===== src/rtl/mtdns_pkg.sv =====
// Shared widths, types and helpers for the minimum-total-delay node selector.
package mtdns_pkg;

    localparam int MAX_NODES = 64;
    localparam int NODE_W    = $clog2(MAX_NODES);
    localparam int COUNT_W   = 7;
    localparam int DELAY_W   = 32;
    localparam int TOTAL_W   = 38;

    typedef logic [NODE_W-1:0]  node_t;
    typedef logic [COUNT_W-1:0] count_t;
    typedef logic [DELAY_W-1:0] delay_t;
    typedef logic [TOTAL_W-1:0] total_t;

    // Read request: column end total and row owner total, issued as a beat is taken.
    typedef struct packed {
        logic  en;
        node_t col;
        node_t row;
    } store_rd_t;

    // Write of an updated column total, plus a clear of the whole store.
    typedef struct packed {
        logic   en;
        logic   clear;
        node_t  addr;
        total_t data;
    } store_wr_t;

    // Index of the last node for a programmed count, count clamped to 2..MAX_NODES.
    function automatic node_t last_node(input count_t cnt);
        node_t res;
        if (cnt > COUNT_W'(MAX_NODES))
            res = NODE_W'(MAX_NODES - 1);
        else if (cnt < COUNT_W'(2))
            res = NODE_W'(1);
        else
            res = NODE_W'(cnt - COUNT_W'(1));
        return res;
    endfunction

endpackage


===== src/rtl/mtdns_store.sv =====
// Per-node total store: one write port, two registered read ports, flag-based clear.
module mtdns_store (
    input  logic                clk,
    input  logic                rst_n,
    input  mtdns_pkg::store_rd_t rd,
    input  mtdns_pkg::store_wr_t wr,
    output mtdns_pkg::total_t    col_total,
    output mtdns_pkg::total_t    row_total
);

    mtdns_pkg::total_t mem [mtdns_pkg::MAX_NODES];
    logic [mtdns_pkg::MAX_NODES-1:0] valid_reg;

    mtdns_pkg::total_t col_mem_reg;
    mtdns_pkg::total_t row_mem_reg;
    mtdns_pkg::total_t col_alt_reg;
    mtdns_pkg::total_t row_alt_reg;
    mtdns_pkg::total_t col_alt_next;
    mtdns_pkg::total_t row_alt_next;
    logic              col_sel_reg;
    logic              row_sel_reg;
    logic              col_sel_next;
    logic              row_sel_next;
    logic              col_hit;
    logic              row_hit;

    // A write landing on the same edge as the read is forwarded; a clear reads as zero.
    always_comb
    begin
        col_hit      = wr.en && (wr.addr == rd.col);
        row_hit      = wr.en && (wr.addr == rd.row);
        col_sel_next = wr.clear || col_hit || !valid_reg[rd.col];
        row_sel_next = wr.clear || row_hit || !valid_reg[rd.row];
        col_alt_next = (col_hit && !wr.clear) ? wr.data : '0;
        row_alt_next = (row_hit && !wr.clear) ? wr.data : '0;
    end

    always_ff @(posedge clk)
    begin
        if (wr.en)
        begin
            mem[wr.addr] <= wr.data;
        end
        if (rd.en)
        begin
            col_mem_reg <= mem[rd.col];
            row_mem_reg <= mem[rd.row];
            col_alt_reg <= col_alt_next;
            row_alt_reg <= row_alt_next;
        end
    end

    always_ff @(posedge clk or negedge rst_n)
    begin
        if (!rst_n)
        begin
            valid_reg   <= '0;
            col_sel_reg <= 1'b1;
            row_sel_reg <= 1'b1;
        end
        else
        begin
            if (wr.clear)
                valid_reg <= '0;
            else if (wr.en)
                valid_reg[wr.addr] <= 1'b1;
            if (rd.en)
            begin
                col_sel_reg <= col_sel_next;
                row_sel_reg <= row_sel_next;
            end
        end
    end

    assign col_total = col_sel_reg ? col_alt_reg : col_mem_reg;
    assign row_total = row_sel_reg ? row_alt_reg : row_mem_reg;

endmodule


===== src/rtl/min_total_delay_node_select.sv =====
// Top level: node selector by least summed edge delay over a complete graph.
//
// Edge delays arrive one beat per edge in upper-triangle row order and are taken at one
// per clock cycle while the input is not stalled. Each beat passes through an input
// stage, where the 64 x 38-bit node total store is read, and the update stage, which
// accumulates the column and row totals and compares a finished row owner (and, on the
// final edge, the last node) against the best so far. The result is written to the
// output register when the final edge of a round leaves the update stage. The store
// is cleared by per-entry valid flags, so a new round may start on the very next beat.
// The input stalls only while a final edge waits for the output register to be emptied.
// Writing node_count restarts the round and must be done with no beat in flight.
module min_total_delay_node_select (
    input  logic                      clk,
    input  logic                      rst_n,
    input  logic                      cfg_write,
    input  mtdns_pkg::count_t         cfg_data,
    input  logic                      edge_valid,
    output logic                      edge_stall,
    input  mtdns_pkg::delay_t         edge_delay,
    output logic                      result_valid,
    input  logic                      result_stall,
    output mtdns_pkg::node_t          best_node,
    output mtdns_pkg::total_t         best_total
);

    // configuration and edge position
    mtdns_pkg::node_t  last_node_reg;
    mtdns_pkg::node_t  last_row_reg;
    mtdns_pkg::node_t  cfg_last_node;
    mtdns_pkg::node_t  row_reg;
    mtdns_pkg::node_t  col_reg;

    // update stage
    logic              s1_valid_reg;
    mtdns_pkg::node_t  s1_row_reg;
    mtdns_pkg::node_t  s1_col_reg;
    logic              s1_last_col_reg;
    logic              s1_last_edge_reg;
    mtdns_pkg::delay_t s1_delay_reg;

    mtdns_pkg::total_t row_sum_reg;
    logic              have_best_reg;
    mtdns_pkg::node_t  best_idx_reg;
    mtdns_pkg::total_t best_val_reg;

    logic              out_valid_reg;
    mtdns_pkg::node_t  out_node_reg;
    mtdns_pkg::total_t out_total_reg;

    logic              edge_accept;
    logic              s1_hold;
    logic              s1_fire;
    logic              pos_last_col;
    logic              pos_last_edge;

    mtdns_pkg::store_rd_t st_rd;
    mtdns_pkg::store_wr_t st_wr;
    mtdns_pkg::total_t    col_old;
    mtdns_pkg::total_t    row_old;

    mtdns_pkg::total_t delay_ext;
    mtdns_pkg::total_t col_sum;
    mtdns_pkg::total_t row_cand;
    logic              take_row;
    logic              take_last;
    mtdns_pkg::node_t  mid_idx;
    mtdns_pkg::total_t mid_val;
    mtdns_pkg::node_t  fin_idx;
    mtdns_pkg::total_t fin_val;

    assign s1_hold     = s1_valid_reg && s1_last_edge_reg && out_valid_reg && result_stall;
    assign s1_fire     = s1_valid_reg && !s1_hold;
    assign edge_stall  = s1_hold;
    assign edge_accept = edge_valid && !edge_stall;

    assign cfg_last_node = mtdns_pkg::last_node(cfg_data);
    assign pos_last_col  = (col_reg == last_node_reg);
    assign pos_last_edge = pos_last_col && (row_reg == last_row_reg);

    always_comb
    begin
        st_rd.en    = edge_accept;
        st_rd.col   = col_reg;
        st_rd.row   = row_reg;
        st_wr.en    = s1_fire;
        st_wr.clear = (s1_fire && s1_last_edge_reg) || cfg_write;
        st_wr.addr  = s1_col_reg;
        st_wr.data  = col_sum;
    end

    mtdns_store u_store (
        .clk       (clk),
        .rst_n     (rst_n),
        .rd        (st_rd),
        .wr        (st_wr),
        .col_total (col_old),
        .row_total (row_old)
    );

    // Row owner's total is final at its row end; the last node is judged after it.
    always_comb
    begin
        delay_ext = mtdns_pkg::TOTAL_W'(s1_delay_reg);
        col_sum   = col_old + delay_ext;
        row_cand  = row_old + row_sum_reg + delay_ext;
        take_row  = !have_best_reg || (row_cand < best_val_reg);
        mid_idx   = take_row ? s1_row_reg : best_idx_reg;
        mid_val   = take_row ? row_cand : best_val_reg;
        take_last = take_row ? (col_sum < row_cand) : (col_sum < best_val_reg);
        fin_idx   = take_last ? s1_col_reg : mid_idx;
        fin_val   = take_last ? col_sum : mid_val;
    end

    always_ff @(posedge clk or negedge rst_n)
    begin
        if (!rst_n)
        begin
            last_node_reg <= mtdns_pkg::NODE_W'(1);
            last_row_reg  <= '0;
            row_reg       <= '0;
            col_reg       <= mtdns_pkg::NODE_W'(1);
            s1_valid_reg  <= 1'b0;
            row_sum_reg   <= '0;
            have_best_reg <= 1'b0;
            best_idx_reg  <= '0;
            best_val_reg  <= '0;
            out_valid_reg <= 1'b0;
        end
        else
        begin
            s1_valid_reg <= edge_accept || s1_hold;

            if (cfg_write)
            begin
                last_node_reg <= cfg_last_node;
                last_row_reg  <= cfg_last_node - mtdns_pkg::NODE_W'(1);
                row_reg       <= '0;
                col_reg       <= mtdns_pkg::NODE_W'(1);
            end
            else if (edge_accept)
            begin
                if (pos_last_edge)
                begin
                    row_reg <= '0;
                    col_reg <= mtdns_pkg::NODE_W'(1);
                end
                else if (pos_last_col)
                begin
                    row_reg <= row_reg + mtdns_pkg::NODE_W'(1);
                    col_reg <= row_reg + mtdns_pkg::NODE_W'(2);
                end
                else
                begin
                    col_reg <= col_reg + mtdns_pkg::NODE_W'(1);
                end
            end

            if (cfg_write)
            begin
                row_sum_reg   <= '0;
                have_best_reg <= 1'b0;
                best_idx_reg  <= '0;
                best_val_reg  <= '0;
            end
            else if (s1_fire)
            begin
                row_sum_reg <= s1_last_col_reg ? '0 : row_sum_reg + delay_ext;
                if (s1_last_edge_reg)
                begin
                    have_best_reg <= 1'b0;
                    best_idx_reg  <= '0;
                    best_val_reg  <= '0;
                end
                else if (s1_last_col_reg && take_row)
                begin
                    have_best_reg <= 1'b1;
                    best_idx_reg  <= s1_row_reg;
                    best_val_reg  <= row_cand;
                end
            end

            if (out_valid_reg && !result_stall)
                out_valid_reg <= 1'b0;
            if (s1_fire && s1_last_edge_reg)
                out_valid_reg <= 1'b1;
        end
    end

    always_ff @(posedge clk)
    begin
        if (edge_accept)
        begin
            s1_row_reg       <= row_reg;
            s1_col_reg       <= col_reg;
            s1_last_col_reg  <= pos_last_col;
            s1_last_edge_reg <= pos_last_edge;
            s1_delay_reg     <= edge_delay;
        end
        if (s1_fire && s1_last_edge_reg)
        begin
            out_node_reg  <= fin_idx;
            out_total_reg <= fin_val;
        end
    end

    assign result_valid = out_valid_reg;
    assign best_node    = out_node_reg;
    assign best_total   = out_total_reg;

endmodule


===== config.mk =====
export PLATFORM = sky130hd
export DESIGN_NAME = min_total_delay_node_select
export DESIGN_NICKNAME = d
export VERILOG_FILES = /design/src/rtl/mtdns_pkg.sv /design/src/rtl/mtdns_store.sv /design/src/rtl/min_total_delay_node_select.sv
export SDC_FILE = /design/constraint.sdc
export NUM_CORES = 2
export LEC_CHECK = 0
export BUFFER_PORTS_ARGS = -buffer_cell sky130_fd_sc_hd__buf_2
export CELL_PAD_IN_SITES_DETAIL_PLACEMENT = 0
export CELL_PAD_IN_SITES_GLOBAL_PLACEMENT = 1
export CORE_UTILIZATION = 50
export DETAILED_ROUTE_END_ITERATION = 8
export MAX_ROUTING_LAYER = met4
export PLACE_DENSITY = 0.74
export SKIP_CTS_REPAIR_TIMING = 1
export SYNTH_ARGS = -nofsm -noshare
export SYNTH_HDL_FRONTEND = slang
export SYNTH_SLANG_ARGS = --single-unit

===== constraint.sdc =====
create_clock -name clk -period 13.6 [get_ports clk]
set_input_delay 1.36 -clock clk [delete_from_list [all_inputs] [get_ports clk]]
set_output_delay 1.36 -clock clk [all_outputs]
set_load 0.02 [all_outputs]

==> metrics.md <==
| Metric | Value |
|---|---|
| Startpoint Class | `flip-flop` |
| Worst-skew pair later-pin latency | `around 880 ps` |
| Clock Tree Buf Depth | `4` |
| P_int | `roughly 0.016 W` |
| Layout cells sized above 1 | `0.231` |
| P_sw | `0.00555 W` |
| Synth area leader | `edfxtp_1` |
| TritonRoute pass-1 iters | `6` |
| Mapped Cells | `roughly 8,400` |
| Seq/Total Area, Yosys | `0.610` |
| Reg2Reg Depth | `23` |
| Routability Congestion | `0.915` |
| Hold WC Path Type | `flip-flop to flip-flop` |
| Yosys Warn Count | `0` |
| Initial core utilization | `0.502` |
| Maxcap violations | `0` |
| TritonCTS buffer count | `309` |
| Final period utilization | `0.633` |
| CTS tree | `done` |
| Gate power share | `0.136` |
| Commonest cells in the netlist | `edfxtp_1 (2,674), mux4_2 (1,043), mux2i_1 (831)` |
| Top cell type's share of synthesized area | `0.578` |
| Final HPWL from detailed placement | `between 200,000 and 300,000 µm` |
| Clock power frac | `0.384` |
| Slew at the pin closest to its max-slew limit | `around 1400 ps` |
| Synth Cell Area | `139,000 µm²` |
| Chip Height | `529 µm` |
| Final Hold Vio Count | `0` |
| Count leader, synth | `edfxtp_1` |
| Crit end category | `flip-flop` |
| Hold Slack | `~470 ps` |
| Sink Count | `2,849` |
| Crit path largest cell delay | `about 1200 ps` |
| Die ar. | `280,000 µm²` |
| Clk_skew | `roughly 45 ps` |
| Max Transition Viols Final | `0` |
| Antenna Violating Nets Remaining | `0` |
| Synth top area cells | `edfxtp_1 (58%), mux4_2 (17%), mux2i_1 (6.0%)` |
| Vias in the first global route | `between 80,000 and 90,000` |
| Cell Chain, Critical Path | `mux2_2 -> fa_1 -> ha_1 -> fa_1 -> a211oi_1 -> o21ai_0 -> nand3_1 -> nand3_1 -> a311o_1 -> a21o_1 -> a21o_1 -> xnor2_1 -> inv_1 -> ha_1 -> and4_1 -> a221oi_1 -> nand2_1 -> a211o_1 -> and4_4 -> o211a_1 -> a31oi_4 -> buf_4 -> mux2_2` |
| Finish-stage setup viols | `0` |
| PortBufs | `a little under 90` |
| Seq pwr share | `0.480` |
| Gr usage total | `0.322` |
| Maximum clock frequency | `between 100 and 150 MHz` |
| Global-route wire length before repair | `about 620,000 µm` |
| Gr ovfl total | `0` |
| TNS Setup | `0 ps` |
| Routed WL | `440,000 µm` |
| Peak supply drop | `100 µV` |
| Crit-path max FO | `44` |
| Fraction of registers with async set/reset | `0.0614` |
| Worst Setup Path Type | `flip-flop to flip-flop` |
| Initial antenna violation count | `24` |
| Vias per std cell | `~7.0` |
| Minimum clock period | `between 8000 and 9000 ps` |
| H-tree levels | `5` |
| Syn_area_per_cell | `16.6 µm²` |
| Synth-to-layout area growth | `10.7%` |
| Leakage power | `50.7 nW` |
| Routed WL per cell | `~36 µm` |
| Largest register FFs | `2,432` |
| Number of distinct library cells after synthesis | `between 80 and 90` |
| RSZ-0062 raised after global routing | `false` |
| Slew margin rel. | `0.0678` |
| Number of synthesized register bits | `approximately 2,800` |
| Root buf cell | `clkbuf_16` |
| Clk pin slew, worst setup/hold paths | `~60 ps` |
| Worst reg-to-reg setup slack | `4990 ps` |
| CP max-delay cell | `dfstp_2` |
| Num rows | `between 150 and 200` |
| Status | `finished, final reports clean` |
| Top FF cell, synth | `edfxtp_1` |
| Hold Path Stages | `2` |
| Switching share of power | `0.258` |
| Number of synthesized flops with an enable pin | `~2,700` |
| Top-Level Pins | `90` |
| Chip width | `529 µm` |
| Nets | `8,719` |
| Core Box Area | `roughly 280,000 µm²` |
| Initial drt markers | `roughly 12,000` |
| Fillers | `21,185` |
| CP arrival | `9220 ps` |
| CP required | `about 14,000 ps` |
| Syn nets | `between 8,000 and 9,000` |
| Largest net degree at the start of global routing | `161` |
| DRC Markers | `0` |
| Vias | `around 86,000` |
| Power Density | `about 140 nW/µm²` |
## critical path: cells and delay by family, from the launching register on
family / cells / cell delay [ps]
AOI/OAI and AO/OA: 9 / 2470
adders and majority gates: 4 / 1480
and+or+nand+nor: 5 / 1250
DFF: 1 / 1180
muxes: 2 / 850
buffers and inverters: 2 / 720
xor gates and xnor gates: 1 / 310
## layer usage
metal / global-route usage / vias to the layer above / wire (µm)
li1: - / 34657 / -
met2: 0.489 / 5200 / 205000
met1: 0.436 / 45426 / 170000
met4: 0.102 / 0 / 15300
met5: - / - / 0
met3: 0.0677 / 958 / 49500
## kinds of logic after synthesis
logic type | share of synthesized area
compound gates | 0.0668
xor+xnor | 0.00801
fa+ha+maj | 0.0250
buf+inv | 0.0218
flops | 0.610
mux | 0.237
simple gates | 0.0318
## path summary, 6_finish.rpt
path / from / to
worst min-delay path: best_idx_reg[0] / best_idx_reg[0]
worst max register to register: u_store.row_sel_reg / best_node[1]
max in group asynchronous: rst_n / row_reg[3]
min in group asynchronous: rst_n / result_valid
worst min register to register: best_idx_reg[0] / best_idx_reg[0]
worst max-delay path: u_store.row_sel_reg / best_node[1]
## per-stage QoR
stage | total power, W | worst slack, ps | instances | area [µm²] | util
2_1_floorplan | 0.0124 | 4630 | 8377 | 139000 | -
3_3_place_gp | 0.0133 | 4900 | 11812 | 144000 | 0.521
3_5_place_dp | 0.0134 | 4980 | 11812 | 144000 | 0.521
4_1_cts | 0.0216 | 4940 | 12348 | 154000 | 0.556
5_1_grt | 0.0222 | 4520 | 12355 | 154000 | 0.556
6_report | 0.0215 | 4990 | 12356 | 154000 | 0.556
## power groups by stage
stage,clock network [W],logic (W),registers (W)
2_1_floorplan,0,0.00190,0.0105
3_3_place_gp,0,0.00282,0.0105
3_5_place_dp,0,0.00290,0.0105
4_1_cts,0.00835,0.00291,0.0103
5_1_grt,0.00867,0.00318,0.0103
6_report,0.00826,0.00294,0.0103
## placed cells by master (no fill, tap or decap), types with 129 or more instances in the layout
cell type / instances
buf_4: 202
a21oi_1: 418
o22ai_1: 163
o21ai_0: 277
inv_1: 129
edfxtp_1: 2674
dfrtp_1: 160
nand2_1: 318
mux4_2: 1043
clkbuf_16: 319
mux2i_1: 831
o221ai_1: 207
nor2_1: 329
ha_1: 221
## final cells by class
type / count / area [µm²] / area share
well taps: 3705 / 4640 / 0.0301
clock buffers: 379 / 8210 / 0.0534
clock inverters: 157 / 1460 / 0.00952
inverters: 145 / 554 / 0.00360
repair buffers: 312 / 2390 / 0.0155
multi-input cells: 4801 / 51800 / 0.337
flip-flops and latches: 2849 / 84700 / 0.551
diodes: 8 / 20.0 / 0.000130
(Power assumes the default switching activity.)
